===== src/sdct_pkg.sv =====
// ----------------------------------------------------------------------------
// sdct_pkg
// Types and constants shared by the sensor detection counter table.
// ----------------------------------------------------------------------------
`default_nettype none

package sdct_pkg;

  localparam int unsigned CountW = 10;
  localparam int unsigned AlarmW = 16;
  localparam int unsigned KeyW   = 8;
  localparam int unsigned SlotW  = 4;

  localparam logic [CountW-1:0] HalvingLimitRst = 10'd1000;

  typedef enum logic [1:0] {
    OP_ADJUST = 2'd0,
    OP_ALARM  = 2'd1,
    OP_QUERY  = 2'd2
  } op_e;

  typedef enum logic [1:0] {
    STAT_HIT  = 2'd0,
    STAT_NEW  = 2'd1,
    STAT_NONE = 2'd2
  } status_e;

  typedef enum logic [1:0] {
    S_IDLE,
    S_LOOKUP,
    S_UPDATE
  } state_e;

  typedef struct packed {
    logic [AlarmW-1:0] alarm;
    logic [CountW-1:0] total;
    logic [CountW-1:0] correct;
  } counts_t;

  typedef struct packed {
    logic hit;
    logic free;
  } lookup_t;

endpackage : sdct_pkg

`default_nettype wire


===== src/sdct_lookup.sv =====
// ----------------------------------------------------------------------------
// sdct_lookup
// Key registers and valid bits; parallel key match and lowest free slot.
// ----------------------------------------------------------------------------
`default_nettype none

module sdct_lookup
  import sdct_pkg::*;
#(
  parameter int unsigned Entries = 16,
  parameter int unsigned IdxW    = 4
) (
  input  wire logic            clk_i,
  input  wire logic            rst_ni,
  input  wire logic [KeyW-1:0] key_i,
  input  wire logic            alloc_i,
  output lookup_t              res_o,
  output logic      [IdxW-1:0] idx_o
);

  logic [KeyW-1:0]    key_q [Entries];
  logic [Entries-1:0] valid_q;
  logic               hit;
  logic               free;
  logic [IdxW-1:0]    hit_idx;
  logic [IdxW-1:0]    free_idx;

  // lowest index wins: scan downward so the last assignment is the lowest
  always_comb begin
    hit      = 1'b0;
    free     = 1'b0;
    hit_idx  = '0;
    free_idx = '0;
    for (int i = Entries - 1; i >= 0; i--) begin
      if (valid_q[i] && (key_q[i] == key_i)) begin
        hit     = 1'b1;
        hit_idx = IdxW'(i);
      end
      if (!valid_q[i]) begin
        free     = 1'b1;
        free_idx = IdxW'(i);
      end
    end
  end

  assign res_o.hit  = hit;
  assign res_o.free = free;
  assign idx_o      = hit ? hit_idx : free_idx;

  always_ff @(posedge clk_i or negedge rst_ni) begin
    if (!rst_ni) begin
      valid_q <= '0;
    end else if (alloc_i) begin
      valid_q[idx_o] <= 1'b1;
    end
  end

  always_ff @(posedge clk_i) begin
    if (alloc_i) begin
      key_q[idx_o] <= key_i;
    end
  end

endmodule : sdct_lookup

`default_nettype wire


===== src/sdct_count_mem.sv =====
// ----------------------------------------------------------------------------
// sdct_count_mem
// Counter memory: one write port, one read port, registered read data.
// ----------------------------------------------------------------------------
`default_nettype none

module sdct_count_mem
  import sdct_pkg::*;
#(
  parameter int unsigned Entries = 16,
  parameter int unsigned IdxW    = 4
) (
  input  wire logic            clk_i,
  input  wire logic            we_i,
  input  wire logic [IdxW-1:0] waddr_i,
  input  wire counts_t         wdata_i,
  input  wire logic [IdxW-1:0] raddr_i,
  output counts_t              rdata_o
);

  counts_t mem [Entries];

  always_ff @(posedge clk_i) begin
    if (we_i) begin
      mem[waddr_i] <= wdata_i;
    end
  end

  always_ff @(posedge clk_i) begin
    rdata_o <= mem[raddr_i];
  end

endmodule : sdct_count_mem

`default_nettype wire


===== src/sdct_update.sv =====
// ----------------------------------------------------------------------------
// sdct_update
// Counter update: detection count with halving and clamp, alarm count.
// ----------------------------------------------------------------------------
`default_nettype none

module sdct_update
  import sdct_pkg::*;
(
  input  wire op_e               op_i,
  input  wire logic              in_alarm_i,
  input  wire logic [CountW-1:0] limit_i,
  input  wire counts_t           cur_i,
  output counts_t                nxt_o
);

  logic [CountW-1:0] tot;
  logic [CountW-1:0] cor;
  logic [CountW-1:0] cor_inc;

  always_comb begin
    tot = cur_i.total + CountW'(1);
    cor = cur_i.correct;
    if (tot >= limit_i) begin
      tot = tot >> 1;
      cor = cor >> 1;
    end
    cor_inc = cor + CountW'(1);
    if (in_alarm_i) begin
      cor = (cor_inc > tot) ? tot : cor_inc;
    end
  end

  always_comb begin
    nxt_o = cur_i;
    case (op_i)
      OP_ADJUST: begin
        nxt_o.total   = tot;
        nxt_o.correct = cor;
      end
      OP_ALARM: nxt_o.alarm = cur_i.alarm + AlarmW'(1);
      default: nxt_o = cur_i;
    endcase
  end

endmodule : sdct_update

`default_nettype wire


===== src/sensor_detection_counter_table_top.sv =====
// ----------------------------------------------------------------------------
// sensor_detection_counter_table_top
// Per-sensor detection counter table with allocate on miss.
// ----------------------------------------------------------------------------
// Usage:
//   Command channel: an item (operation, sensor key, in_alarm) transfers at a
//   clock edge with start_i high and busy_o low. One result per item appears
//   for exactly one cycle with done_o high, in the update state. Each item
//   takes a lookup step against the key registers that also reads the counter
//   memory, then an update step that writes the counters back and presents
//   the result. busy_o is high only in the lookup cycle, so the next item can
//   transfer during the result cycle. The user must write halving_limit with
//   halving_limit_we_i only while no item is in flight; the block does not
//   enforce this. Reset clears all valid bits and sets halving_limit to 1000;
//   the counter memory needs no clearing since allocation zeroes the counts.
//   The receiver cannot stall: results must be taken when done_o is high.
// ----------------------------------------------------------------------------
`default_nettype none

module sensor_detection_counter_table_top
  import sdct_pkg::*;
#(
  parameter int unsigned TABLE_ENTRIES = 16
) (
  input  wire logic              clk_i,
  input  wire logic              rst_ni,
  input  wire logic              halving_limit_we_i,
  input  wire logic [CountW-1:0] halving_limit_i,
  input  wire logic              start_i,
  output logic                   busy_o,
  input  wire logic [1:0]        operation_i,
  input  wire logic [KeyW-1:0]   sensor_key_i,
  input  wire logic              in_alarm_i,
  output logic                   done_o,
  output logic [1:0]             status_o,
  output logic [SlotW-1:0]       slot_o,
  output logic [CountW-1:0]      correct_count_o,
  output logic [CountW-1:0]      total_count_o,
  output logic [AlarmW-1:0]      alarm_count_o
);

  localparam int unsigned IdxW = $clog2(TABLE_ENTRIES);

  state_e            state_q, state_d;
  logic [CountW-1:0] limit_q;
  op_e               op_q;
  logic [KeyW-1:0]   key_q;
  logic              in_alarm_q;
  status_e           status_q, status_d;
  logic [IdxW-1:0]   slot_q;

  lookup_t           lk;
  logic [IdxW-1:0]   lk_idx;
  logic              alloc;
  logic              accept;
  counts_t           rdata;
  counts_t           cur;
  counts_t           nxt;
  logic              mem_we;

  assign accept = start_i && !busy_o;

  always_ff @(posedge clk_i or negedge rst_ni) begin
    if (!rst_ni) begin
      limit_q <= HalvingLimitRst;
    end else if (halving_limit_we_i) begin
      limit_q <= halving_limit_i;
    end
  end

  always_ff @(posedge clk_i or negedge rst_ni) begin
    if (!rst_ni) begin
      state_q <= S_IDLE;
    end else begin
      state_q <= state_d;
    end
  end

  always_ff @(posedge clk_i) begin
    if (accept) begin
      op_q       <= op_e'(operation_i);
      key_q      <= sensor_key_i;
      in_alarm_q <= in_alarm_i;
    end
    if (state_q == S_LOOKUP) begin
      status_q <= status_d;
      slot_q   <= lk_idx;
    end
  end

  always_comb begin
    state_d  = state_q;
    busy_o   = 1'b0;
    done_o   = 1'b0;
    alloc    = 1'b0;
    status_d = STAT_NONE;
    if (lk.hit) begin
      status_d = STAT_HIT;
    end else if (lk.free && (op_q == OP_ADJUST || op_q == OP_ALARM)) begin
      status_d = STAT_NEW;
    end
    unique case (state_q)
      S_IDLE: begin
        if (start_i) state_d = S_LOOKUP;
      end
      S_LOOKUP: begin
        busy_o  = 1'b1;
        alloc   = (status_d == STAT_NEW);
        state_d = S_UPDATE;
      end
      S_UPDATE: begin
        done_o  = 1'b1;
        state_d = start_i ? S_LOOKUP : S_IDLE;
      end
      default: state_d = S_IDLE;
    endcase
  end

  sdct_lookup #(
    .Entries (TABLE_ENTRIES),
    .IdxW    (IdxW)
  ) u_lookup (
    .clk_i   (clk_i),
    .rst_ni  (rst_ni),
    .key_i   (key_q),
    .alloc_i (alloc),
    .res_o   (lk),
    .idx_o   (lk_idx)
  );

  sdct_count_mem #(
    .Entries (TABLE_ENTRIES),
    .IdxW    (IdxW)
  ) u_mem (
    .clk_i   (clk_i),
    .we_i    (mem_we),
    .waddr_i (slot_q),
    .wdata_i (nxt),
    .raddr_i (lk_idx),
    .rdata_o (rdata)
  );

  assign cur    = (status_q == STAT_NEW) ? '0 : rdata;
  assign mem_we = (state_q == S_UPDATE) && (status_q != STAT_NONE);

  sdct_update u_update (
    .op_i       (op_q),
    .in_alarm_i (in_alarm_q),
    .limit_i    (limit_q),
    .cur_i      (cur),
    .nxt_o      (nxt)
  );

  assign status_o        = status_q;
  assign slot_o          = (status_q == STAT_NONE) ? '0 : SlotW'(slot_q);
  assign correct_count_o = (status_q == STAT_NONE) ? '0 : nxt.correct;
  assign total_count_o   = (status_q == STAT_NONE) ? '0 : nxt.total;
  assign alarm_count_o   = (status_q == STAT_NONE) ? '0 : nxt.alarm;

  a_accept_to_lookup : assert property (@(posedge clk_i) disable iff (!rst_ni)
    start_i && !busy_o |=> busy_o && !done_o)
    else $error("accepted transfer did not enter lookup");

  a_done_one_cycle : assert property (@(posedge clk_i) disable iff (!rst_ni)
    done_o |=> !done_o)
    else $error("result strobe longer than one cycle");

  a_none_zero : assert property (@(posedge clk_i) disable iff (!rst_ni)
    done_o && status_o == STAT_NONE |-> slot_o == '0 && total_count_o == '0
      && correct_count_o == '0 && alarm_count_o == '0)
    else $error("no-entry result carries nonzero fields");

  a_correct_le_total : assert property (@(posedge clk_i) disable iff (!rst_ni)
    done_o |-> correct_count_o <= total_count_o)
    else $error("correct count exceeds total count");

endmodule : sensor_detection_counter_table_top

`default_nettype wire

===== config.mk =====
export PLATFORM = sky130hd
export DESIGN_NAME = sensor_detection_counter_table_top
export DESIGN_NICKNAME = d
export VERILOG_FILES = /design/src/sdct_pkg.sv /design/src/sdct_lookup.sv /design/src/sdct_count_mem.sv /design/src/sdct_update.sv /design/src/sensor_detection_counter_table_top.sv
export SDC_FILE = /design/constraint.sdc
export NUM_CORES = 1
export LEC_CHECK = 0
export BUFFER_PORTS_ARGS = -buffer_cell sky130_fd_sc_hd__clkbuf_2
export CAP_MARGIN = 15
export CORE_MARGIN = 2
export CORE_UTILIZATION = 35
export DETAILED_ROUTE_END_ITERATION = 10
export PLACE_DENSITY = 0.57
export SYNTH_ARGS = -nofsm -noshare
export SYNTH_HDL_FRONTEND = slang
export SYNTH_SLANG_ARGS = --single-unit

===== constraint.sdc =====
create_clock -name clk_i -period 10.8 [get_ports clk_i]
set_input_delay 0 -clock clk_i [delete_from_list [all_inputs] [get_ports clk_i]]
set_output_delay 0 -clock clk_i [all_outputs]
set_load 0.03 [all_outputs]

==> reports/summary.md, run 1 <==
• **TritonCTS Buffers** 86
• **clock period minus worst slack** 8720 ps
• **biggest cell delay along the critical path** 930 ps
• **detailed-route vias per instance** 5.94
• **total wirelength of the detailed-routed design** 111000 um
• **CTS tree** done
• **clock network fraction of total power** 0.265
• **internal power contribution** 6790 uW
• **endpoint kind of the worst setup timing path** output pin
• **total count of max-transition violations in the final report** 0
• **standby leakage power** 0.0140 uW
• **top flip-flop cell by instance count after synthesis** sky130_fd_sc_hd__edfxtp_1
• **Comb power frac** 0.378
• **Net Count, Synth** 3031
• **top area cells in the synthesized netlist** sky130_fd_sc_hd__edfxtp_1, sky130_fd_sc_hd__nand3_1, sky130_fd_sc_hd__nand4_1
• **Tot Pwr** 11100 uW
• **Sequential Power Share** 0.357
• **Die Height** 328 um
• **number of storage elements in the synthesis netlist** 785
• **clock edge transition at the registers on the reported setup and hold paths** 60 ps
• **routed length per instance** 25.0 um
• **Longest Clk Path Bufs** 3
• **slew at the pin with the worst max-slew slack** 1200 ps
• **DR vias** 26400
• **share of cells above drive strength 1** 0.111
• **final-layout setup total negative slack** 0 ps
• **fraction of synthesized cell area taken by the top area cell type** 0.588
• **htree depth** 3
• **diode insertion count for antenna repair** 0
• **ratio of final minimum period to clock period** 0.808
• **CP required** 10800 ps
• **synthesized instance count** 2985
• **Worst Path Class, Setup** reg2out
• **count of final setup violators** 0
• **initial antenna violation count** 3
• **DRC marker count from the first detailed-route iteration** 2850
• **# nets final** 3045
• **synthesis-to-layout area growth** 13.5%
• **portion of the post-synthesis area used by sequential elements** 0.627
• **maximum clock skew at final layout** 48.6 ps
• **Core Area** 0.104 mm2
• **critical path data arrival time** 8720 ps
• **number of enable flip-flop cells after synthesis** 721
• **total number of placement rows** 118
• **library cell contributing the largest single delay on the critical path** sky130_fd_sc_hd__a22oi_1
• **top fanout value on the critical path** 28
• **number of hold-slack violations in the final timing report** 0
• **result of the run** completed
• **number of max-cap violations** 0
• **Die ar.** 0.108 mm2
• **post-route cell area** 0.0418 mm2
• **final weighted congestion in routability-driven placement** 0.913
• **fraction of power spent switching nets** 0.387
• **maximum clock rate** 0.115 GHz
• **peak supply drop** 0.336 mV
• **GRT Total Usage** 0.201
• **largest area contributor in the netlist** sky130_fd_sc_hd__edfxtp_1
• **worst hold slack across all endpoints** 4.44 ps
• **Syn Std Cell Area** 0.0368 mm2
• **aggregate global routing overflow** 0
• **starting density of the core** 0.354
• **Avg Synthesized Cell Area** 12.3 um2
• **Max-slew headroom** 0.203
• **number of filler instances in the final layout** 9732
• **placement-stage cell area** 0.0385 mm2
• **pwr dens** 265 mW/mm2
• **Async SR Flop Fraction** 0.0357
• **Clock Sinks** 785
• **CTS Root Buffer Type** sky130_fd_sc_hd__clkbuf_16
• **die width** 328 um
• **buffers inserted by post-CTS timing repair** 0
• **remaining routing DRC violations** 0
• **critical path startpoint category** register
• **worst min-delay path class** in2async
• **count of port buffers added during placement** 68
• **RSZ-0062 raised after global routing** no
• **number of routed nets with antenna violations** 0
• **number of ports placed on the die boundary** 69
• **Detail Placement HPWL** 54500 um
• **clock latency on the worst-skew pair** 670 ps
• **net load switching power** 4300 uW
• **number of search-and-repair iterations in the first detailed-routing pass** 5
• **via count of the first global-routing pass** 25200
• **yosys synthesis warning count** 0
• **first-pass GRT wire length** 163000 um
• **pin count of the biggest net entering global routing** 225
• **count of cell types in the netlist** 68
==> layout make-up <==
type | instances | area, um2 | share of cell area
timing repair buffer | 188 | 1380 | 0.0330
multi-input combinational | 1908 | 12600 | 0.302
clock inverter | 45 | 473 | 0.0113
sequential | 785 | 23100 | 0.553
tap | 1380 | 1730 | 0.0413
inverter | 30 | 113 | 0.00270
clock buffer | 115 | 2370 | 0.0568
==> synth_stat cells (79+ instances only) <==
cell type / count
sky130_fd_sc_hd__edfxtp_1: 721
sky130_fd_sc_hd__and3_1: 153
sky130_fd_sc_hd__clkbuf_1: 178
sky130_fd_sc_hd__xnor2_1: 118
sky130_fd_sc_hd__a21oi_1: 168
sky130_fd_sc_hd__o311ai_1: 79
sky130_fd_sc_hd__nor2_1: 81
sky130_fd_sc_hd__a21boi_0: 124
sky130_fd_sc_hd__a22o_1: 146
sky130_fd_sc_hd__nand3_1: 321
sky130_fd_sc_hd__nand2_1: 106
sky130_fd_sc_hd__nand4_1: 212
==> per-stage QoR <==
stage | utilization | instances | setup slack [ps]
floorplan | - | 2985 | 3400
global placement | 0.370 | 4245 | 2950
detailed placement | 0.370 | 4245 | 2880
CTS | 0.402 | 4447 | 2220
global route | 0.402 | 4451 | 1360
finish | 0.402 | 4451 | 2080
==> repair_timing <==
item,CTS,global route
hold buffers,42,0
endpoints found under the hold margin,61,0
resized for setup,0,0
==> state kept, by name, summed over array words and instances (netlist names) <==
signal / flops
limit_q: 10
slot_q: 4
u_lookup.valid_q: 16
u_mem.mem: 576
in_alarm_q: 1
u_mem.rdata_o: 36
state_q: 2
key_q: 8
u_lookup.key_q: 128
status_o: 2
op_q: 2
==> metal layers <==
metal / share of wire / vias to the layer above / global-route usage / wire length, um
li1: - / 11800 / - / -
met1: 0.45 / 13400 / 0.285 / 49700
met2: 0.46 / 1101 / 0.317 / 50800
met3: 0.076 / 164 / 0.0341 / 8470
met4: 0.021 / 0 / 0.0568 / 2280
met5: 0 / - / 0 / 0
==> cell families (layout without fill, tap and decap cells) <==
group | count (synthesis) | in the layout | synth area share
simple gates | 1003 | 1003 | 0.146
flops | 785 | 785 | 0.627
compound gates | 710 | 710 | 0.142
buf+inv | 292 | 378 | 0.0358
xor+xnor | 158 | 158 | 0.0376
fa+ha+maj | 21 | 21 | 0.00714
mux | 16 | 16 | 0.00459
==> path summary, 6_finish.rpt <==
path	start	end	slack [ps]	cells after the start
worst max register to register	status_o[1]	u_mem.mem[1][1]	2670	30
min in group clk_i	sensor_key_i[0]	key_q[0]	70	2
worst max-delay path	status_o[1]	correct_count_o[4]	2080	31
max in group asynchronous	rst_ni	limit_q[1]	10270	2
worst min register to register	state_q[0]	state_q[0]	480	1
worst min-delay path	rst_ni	u_lookup.valid_q[0]	4	2
==> power groups by stage <==
| stage | registers, uW | logic [uW] | clock network (uW) |
|---|---|---|---|
| 6_report | 3950 | 4190 | 2940 |
| 5_1_grt | 3970 | 4560 | 3110 |
| 4_1_cts | 3950 | 4160 | 2990 |
| 3_5_place_dp | 4010 | 4130 | 0 |
| 3_3_place_gp | 4010 | 4090 | 0 |
| 2_1_floorplan | 3960 | 2910 | 0 |
==> layout by cell type, fill, tap and decap left out, types with 40 or more instances in the layout <==
cell type / count
sky130_fd_sc_hd__nor2_1: 65
sky130_fd_sc_hd__and3_1: 153
sky130_fd_sc_hd__nor3_1: 40
sky130_fd_sc_hd__edfxtp_1: 721
sky130_fd_sc_hd__o311ai_0: 68
sky130_fd_sc_hd__nand2_1: 105
sky130_fd_sc_hd__nand4_1: 212
sky130_fd_sc_hd__clkbuf_16: 88
sky130_fd_sc_hd__a21boi_0: 124
sky130_fd_sc_hd__dlygate4sd3_1: 42
sky130_fd_sc_hd__buf_4: 72
sky130_fd_sc_hd__xnor2_1: 118
sky130_fd_sc_hd__a21oi_1: 168
sky130_fd_sc_hd__a22o_1: 146
sky130_fd_sc_hd__o311ai_1: 79
sky130_fd_sc_hd__clkbuf_2: 68
sky130_fd_sc_hd__xor2_1: 40
sky130_fd_sc_hd__nand3_1: 321
==> critical path, delay by kind of cell (launching register included) <==
family / cells / cell delay, ps
adders and majority gates: 3 / 870
buffers and inverters: 3 / 910
xor gates and xnor gates: 1 / 200
AOI/OAI and AO/OA: 8 / 2540
and+or+nand+nor: 16 / 3070
DFF: 1 / 460
Note: power is estimated with default switching activity, not from simulation.
==> run 2, diff against run 1 <==
--- a/config.mk
+++ b/config.mk
@@ -10,7 +10,7 @@
 export CORE_MARGIN = 2
 export CORE_UTILIZATION = 35
 export DETAILED_ROUTE_END_ITERATION = 10
-export PLACE_DENSITY = 0.57
+export PLACE_DENSITY = 0.58
 export SYNTH_ARGS = -nofsm -noshare
 export SYNTH_HDL_FRONTEND = slang
 export SYNTH_SLANG_ARGS = --single-unit
==> constraint.sdc (replaced) <==
create_clock -name clk_i -period 7 [get_ports clk_i]
set_input_delay 0 -clock clk_i [delete_from_list [all_inputs] [get_ports clk_i]]
set_output_delay 0 -clock clk_i [all_outputs]
set_load 0.03 [all_outputs]
==> run 2 against run 1 <==
Compared with the run above:
- clock power grew 49%
- critical path type unchanged
- critical endpoint is now correct_count_o[0]
- final cell count grew 0.72%
- largest power group unchanged
- largest cell class unchanged
- combinational power grew 63%
- critical path depth shrank 1
==> reports/summary.md, run 2 (same netlist as run 1, synthesis figures left out) <==
• **result of the run** completed, unchanged
• **standby leakage power** 0.0141 uW, was 0.0140 uW
• **Clock Sinks** 785, unchanged
• **TritonCTS Buffers** 87, was 86
• **aggregate global routing overflow** 0, unchanged
• **final weighted congestion in routability-driven placement** 0.892, was 0.913
• **Core Area** 0.104 mm2, unchanged
• **net load switching power** 6770 uW, was 4300 uW
• **Die Height** 328 um, unchanged
• **fraction of power spent switching nets** 0.390, was 0.387
• **total count of max-transition violations in the final report** 0, unchanged
• **number of cells on the worst hold path** 2
• **Max-slew headroom** 0.154, was 0.203
• **die width** 328 um, unchanged
• **final-layout setup total negative slack** 0 ps, unchanged
• **CTS Root Buffer Type** sky130_fd_sc_hd__clkbuf_16, unchanged
• **GRT Total Usage** 0.204, was 0.201
• **Detail Placement HPWL** 56000 um, was 54500 um
• **critical path data arrival time** 6780 ps, was 8720 ps
• **Die ar.** 0.108 mm2, unchanged
• **biggest cell delay along the critical path** 380 ps, was 930 ps
• **synthesis-to-layout area growth** 14.5%, was 13.5%
• **Sequential Power Share** 0.353, was 0.357
• **placement-stage cell area** 0.0387 mm2, was 0.0385 mm2
• **internal power contribution** 10600 uW, was 6790 uW
• **total number of placement rows** 118, unchanged
• **count of port buffers added during placement** 68, unchanged
• **number of filler instances in the final layout** 9802, was 9732
• **commonest cells after routing, fill and taps aside** sky130_fd_sc_hd__edfxtp_1, sky130_fd_sc_hd__nand3_1, sky130_fd_sc_hd__nand4_1, unchanged
• **worst min-delay path class** in2reg, was in2async
• **number of hold-slack violations in the final timing report** 0, unchanged
• **worst reg2reg path endpoint** u_mem.mem[7][0], was u_mem.mem[1][1]
• **share of cells above drive strength 1** 0.124, was 0.111
• **ratio of final minimum period to clock period** 0.968
• **endpoint kind of the worst setup timing path** output pin, unchanged
• **maximum clock rate** 0.148 GHz
• **library cell contributing the largest single delay on the critical path** sky130_fd_sc_hd__a221oi_2, was sky130_fd_sc_hd__a22oi_1
• **CTS tree** done, unchanged
• **post-route cell area** 0.0421 mm2, was 0.0418 mm2
• **reg-to-reg setup timing slack** 540 ps, was 2670 ps
• **pin count of the biggest net entering global routing** 181, was 225
• **number of routed nets with antenna violations** 0, unchanged
• **clock period minus worst slack** 6780 ps
• **# nets final** 3077, was 3045
• **minimum setup slack after placement** 102 ps, was 2880 ps
• **clock latency on the worst-skew pair** 660 ps, was 670 ps
• **DR vias** 27000, was 26400
• **DRC marker count from the first detailed-route iteration** 3061, was 2850
• **top flop regs** u_mem.mem: 576 flops, u_lookup.key_q: 128 flops, u_mem.rdata_o: 36 flops, unchanged
• **number of ports placed on the die boundary** 69, unchanged
• **peak supply drop** 0.508 mV, was 0.336 mV
• **r2r startpoint** u_mem.rdata_o[12], was status_o[1]
• **via count of the first global-routing pass** 25300, was 25200
• **most common library cell in the layout ignoring fill and taps** sky130_fd_sc_hd__edfxtp_1, unchanged
• **Top reg by flops** u_mem.mem, unchanged
• **initial antenna violation count** 2, was 3
• **Min-Delay Endpoint** in_alarm_q
• **CP required** 7000 ps, was 10800 ps
• **critical path startpoint category** register, unchanged
• **Worst Path Class, Setup** reg2out, unchanged
• **pwr dens** 411 mW/mm2, was 265 mW/mm2
• **total wirelength of the detailed-routed design** 113000 um, was 111000 um
• **most frequent cell on the critical path** sky130_fd_sc_hd__ha_1
• **Comb power frac** 0.395, was 0.378
• **remaining routing DRC violations** 0, unchanged
• **number of max-cap violations** 0, unchanged
• **slew at the pin with the worst max-slew slack** 1260 ps, was 1200 ps
• **number of search-and-repair iterations in the first detailed-routing pass** 5, unchanged
• **launch point of the worst hold path** in_alarm_i
• **first-pass GRT wire length** 166000 um, was 163000 um
• **clock edge transition at the registers on the reported setup and hold paths** 70 ps, was 60 ps
• **count of final setup violators** 0, unchanged
• **starting density of the core** 0.354, unchanged
• **top fanout value on the critical path** 6, was 28
• **number of flip-flops under the largest register name** 576, unchanged
• **htree depth** 3, unchanged
• **clock network fraction of total power** 0.252, was 0.265
• **Reg2Reg Depth** 29, was 30
• **Longest Clk Path Bufs** 3, unchanged
• **minimum setup slack in the final design** 223 ps, was 2080 ps
• **detailed-route vias per instance** 6.01, was 5.94
• **maximum clock skew at final layout** 24.0 ps, was 48.6 ps
• **Tot Pwr** 17300 uW, was 11100 uW
• **routed length per instance** 25.2 um, was 25.0 um
-- run 2: cell types whose count changed in the layout (fill, tap and decap cells not counted), sizes merged --
cell	change
clkinvlp	-1
clkinv	-5
buf	+29
bufinv	-5
diode	+1
dlygate4sd3	+2
clkbuf	+8
inv	+3
-- run 2: area by class of cell --
class	count	area [um2]	share of cell area
diodes	1	2.50	0.0000594
clock buffers	123	2430	0.0578
clock inverters	37	265	0.00630
inverters	30	113	0.00267
multi-input cells	1908	12700	0.302
flip-flops and latches	785	23100	0.548
well taps	1380	1730	0.0410
repair buffers	219	1770	0.0419
-- run 2: how the worst max path moves through the flow --
stage	slack (ps)	from	depth (start not counted)	end
global route	-90	u_mem.rdata_o[11]	31	correct_count_o[0]
CTS	2	u_mem.rdata_o[11]	31	correct_count_o[0]
detailed placement	100	u_mem.rdata_o[11]	31	correct_count_o[9]
finish	220	u_mem.rdata_o[12]	30	correct_count_o[0]
floorplan	50	status_o[0]	29	u_mem.mem[0][5]
global placement	140	u_mem.rdata_o[11]	31	correct_count_o[6]
-- run 2: critical path: cells and delay by family, from the launching register on --
family	cells	cell delay (ps)
DFF	1	360
AOI/OAI and AO/OA	8	1670
xor gates and xnor gates	1	190
buffers and inverters	3	540
adders and majority gates	3	810
and+or+nand+nor	14	2210
muxes	1	330
-- run 2: what timing repair did --
action / CTS / global route
gates resized for setup: 14 / 23
cloned: 0 / 1
hold buffers: 44 / 0
setup endpoints to repair: 9 / 42
pin swaps: 3 / 7
hold endpoints to repair: 61 / 0
setup buffers: 5 / 12
-- run 2: power by group through the flow --
| stage | clock network, uW | registers [uW] | logic, uW |
|---|---|---|---|
| 2_1_floorplan | 0 | 6100 | 4510 |
| 3_3_place_gp | 0 | 6200 | 6470 |
| 3_5_place_dp | 0 | 6200 | 6540 |
| 4_1_cts | 4440 | 6110 | 6650 |
| 5_1_grt | 4630 | 6140 | 7410 |
| 6_report | 4370 | 6120 | 6840 |
-- run 2: per-stage QoR --
stage          std cells  utilization  hold slack (ps)
6_report            4483        0.405             61.0
5_1_grt             4482        0.405             41.4
4_1_cts             4465        0.403             28.5
3_5_place_dp        4256        0.372              157
3_3_place_gp        4256        0.372              148
2_1_floorplan       2985            -             -296
-- run 2: routing by layer --
layer / vias up / part of all wire / GRT usage
li1: 11800 / - / -
met2: 1227 / 0.46 / 0.327
met5: - / 0 / 0
met1: 13700 / 0.43 / 0.288
met3: 216 / 0.077 / 0.0274
met4: 0 / 0.028 / 0.0622
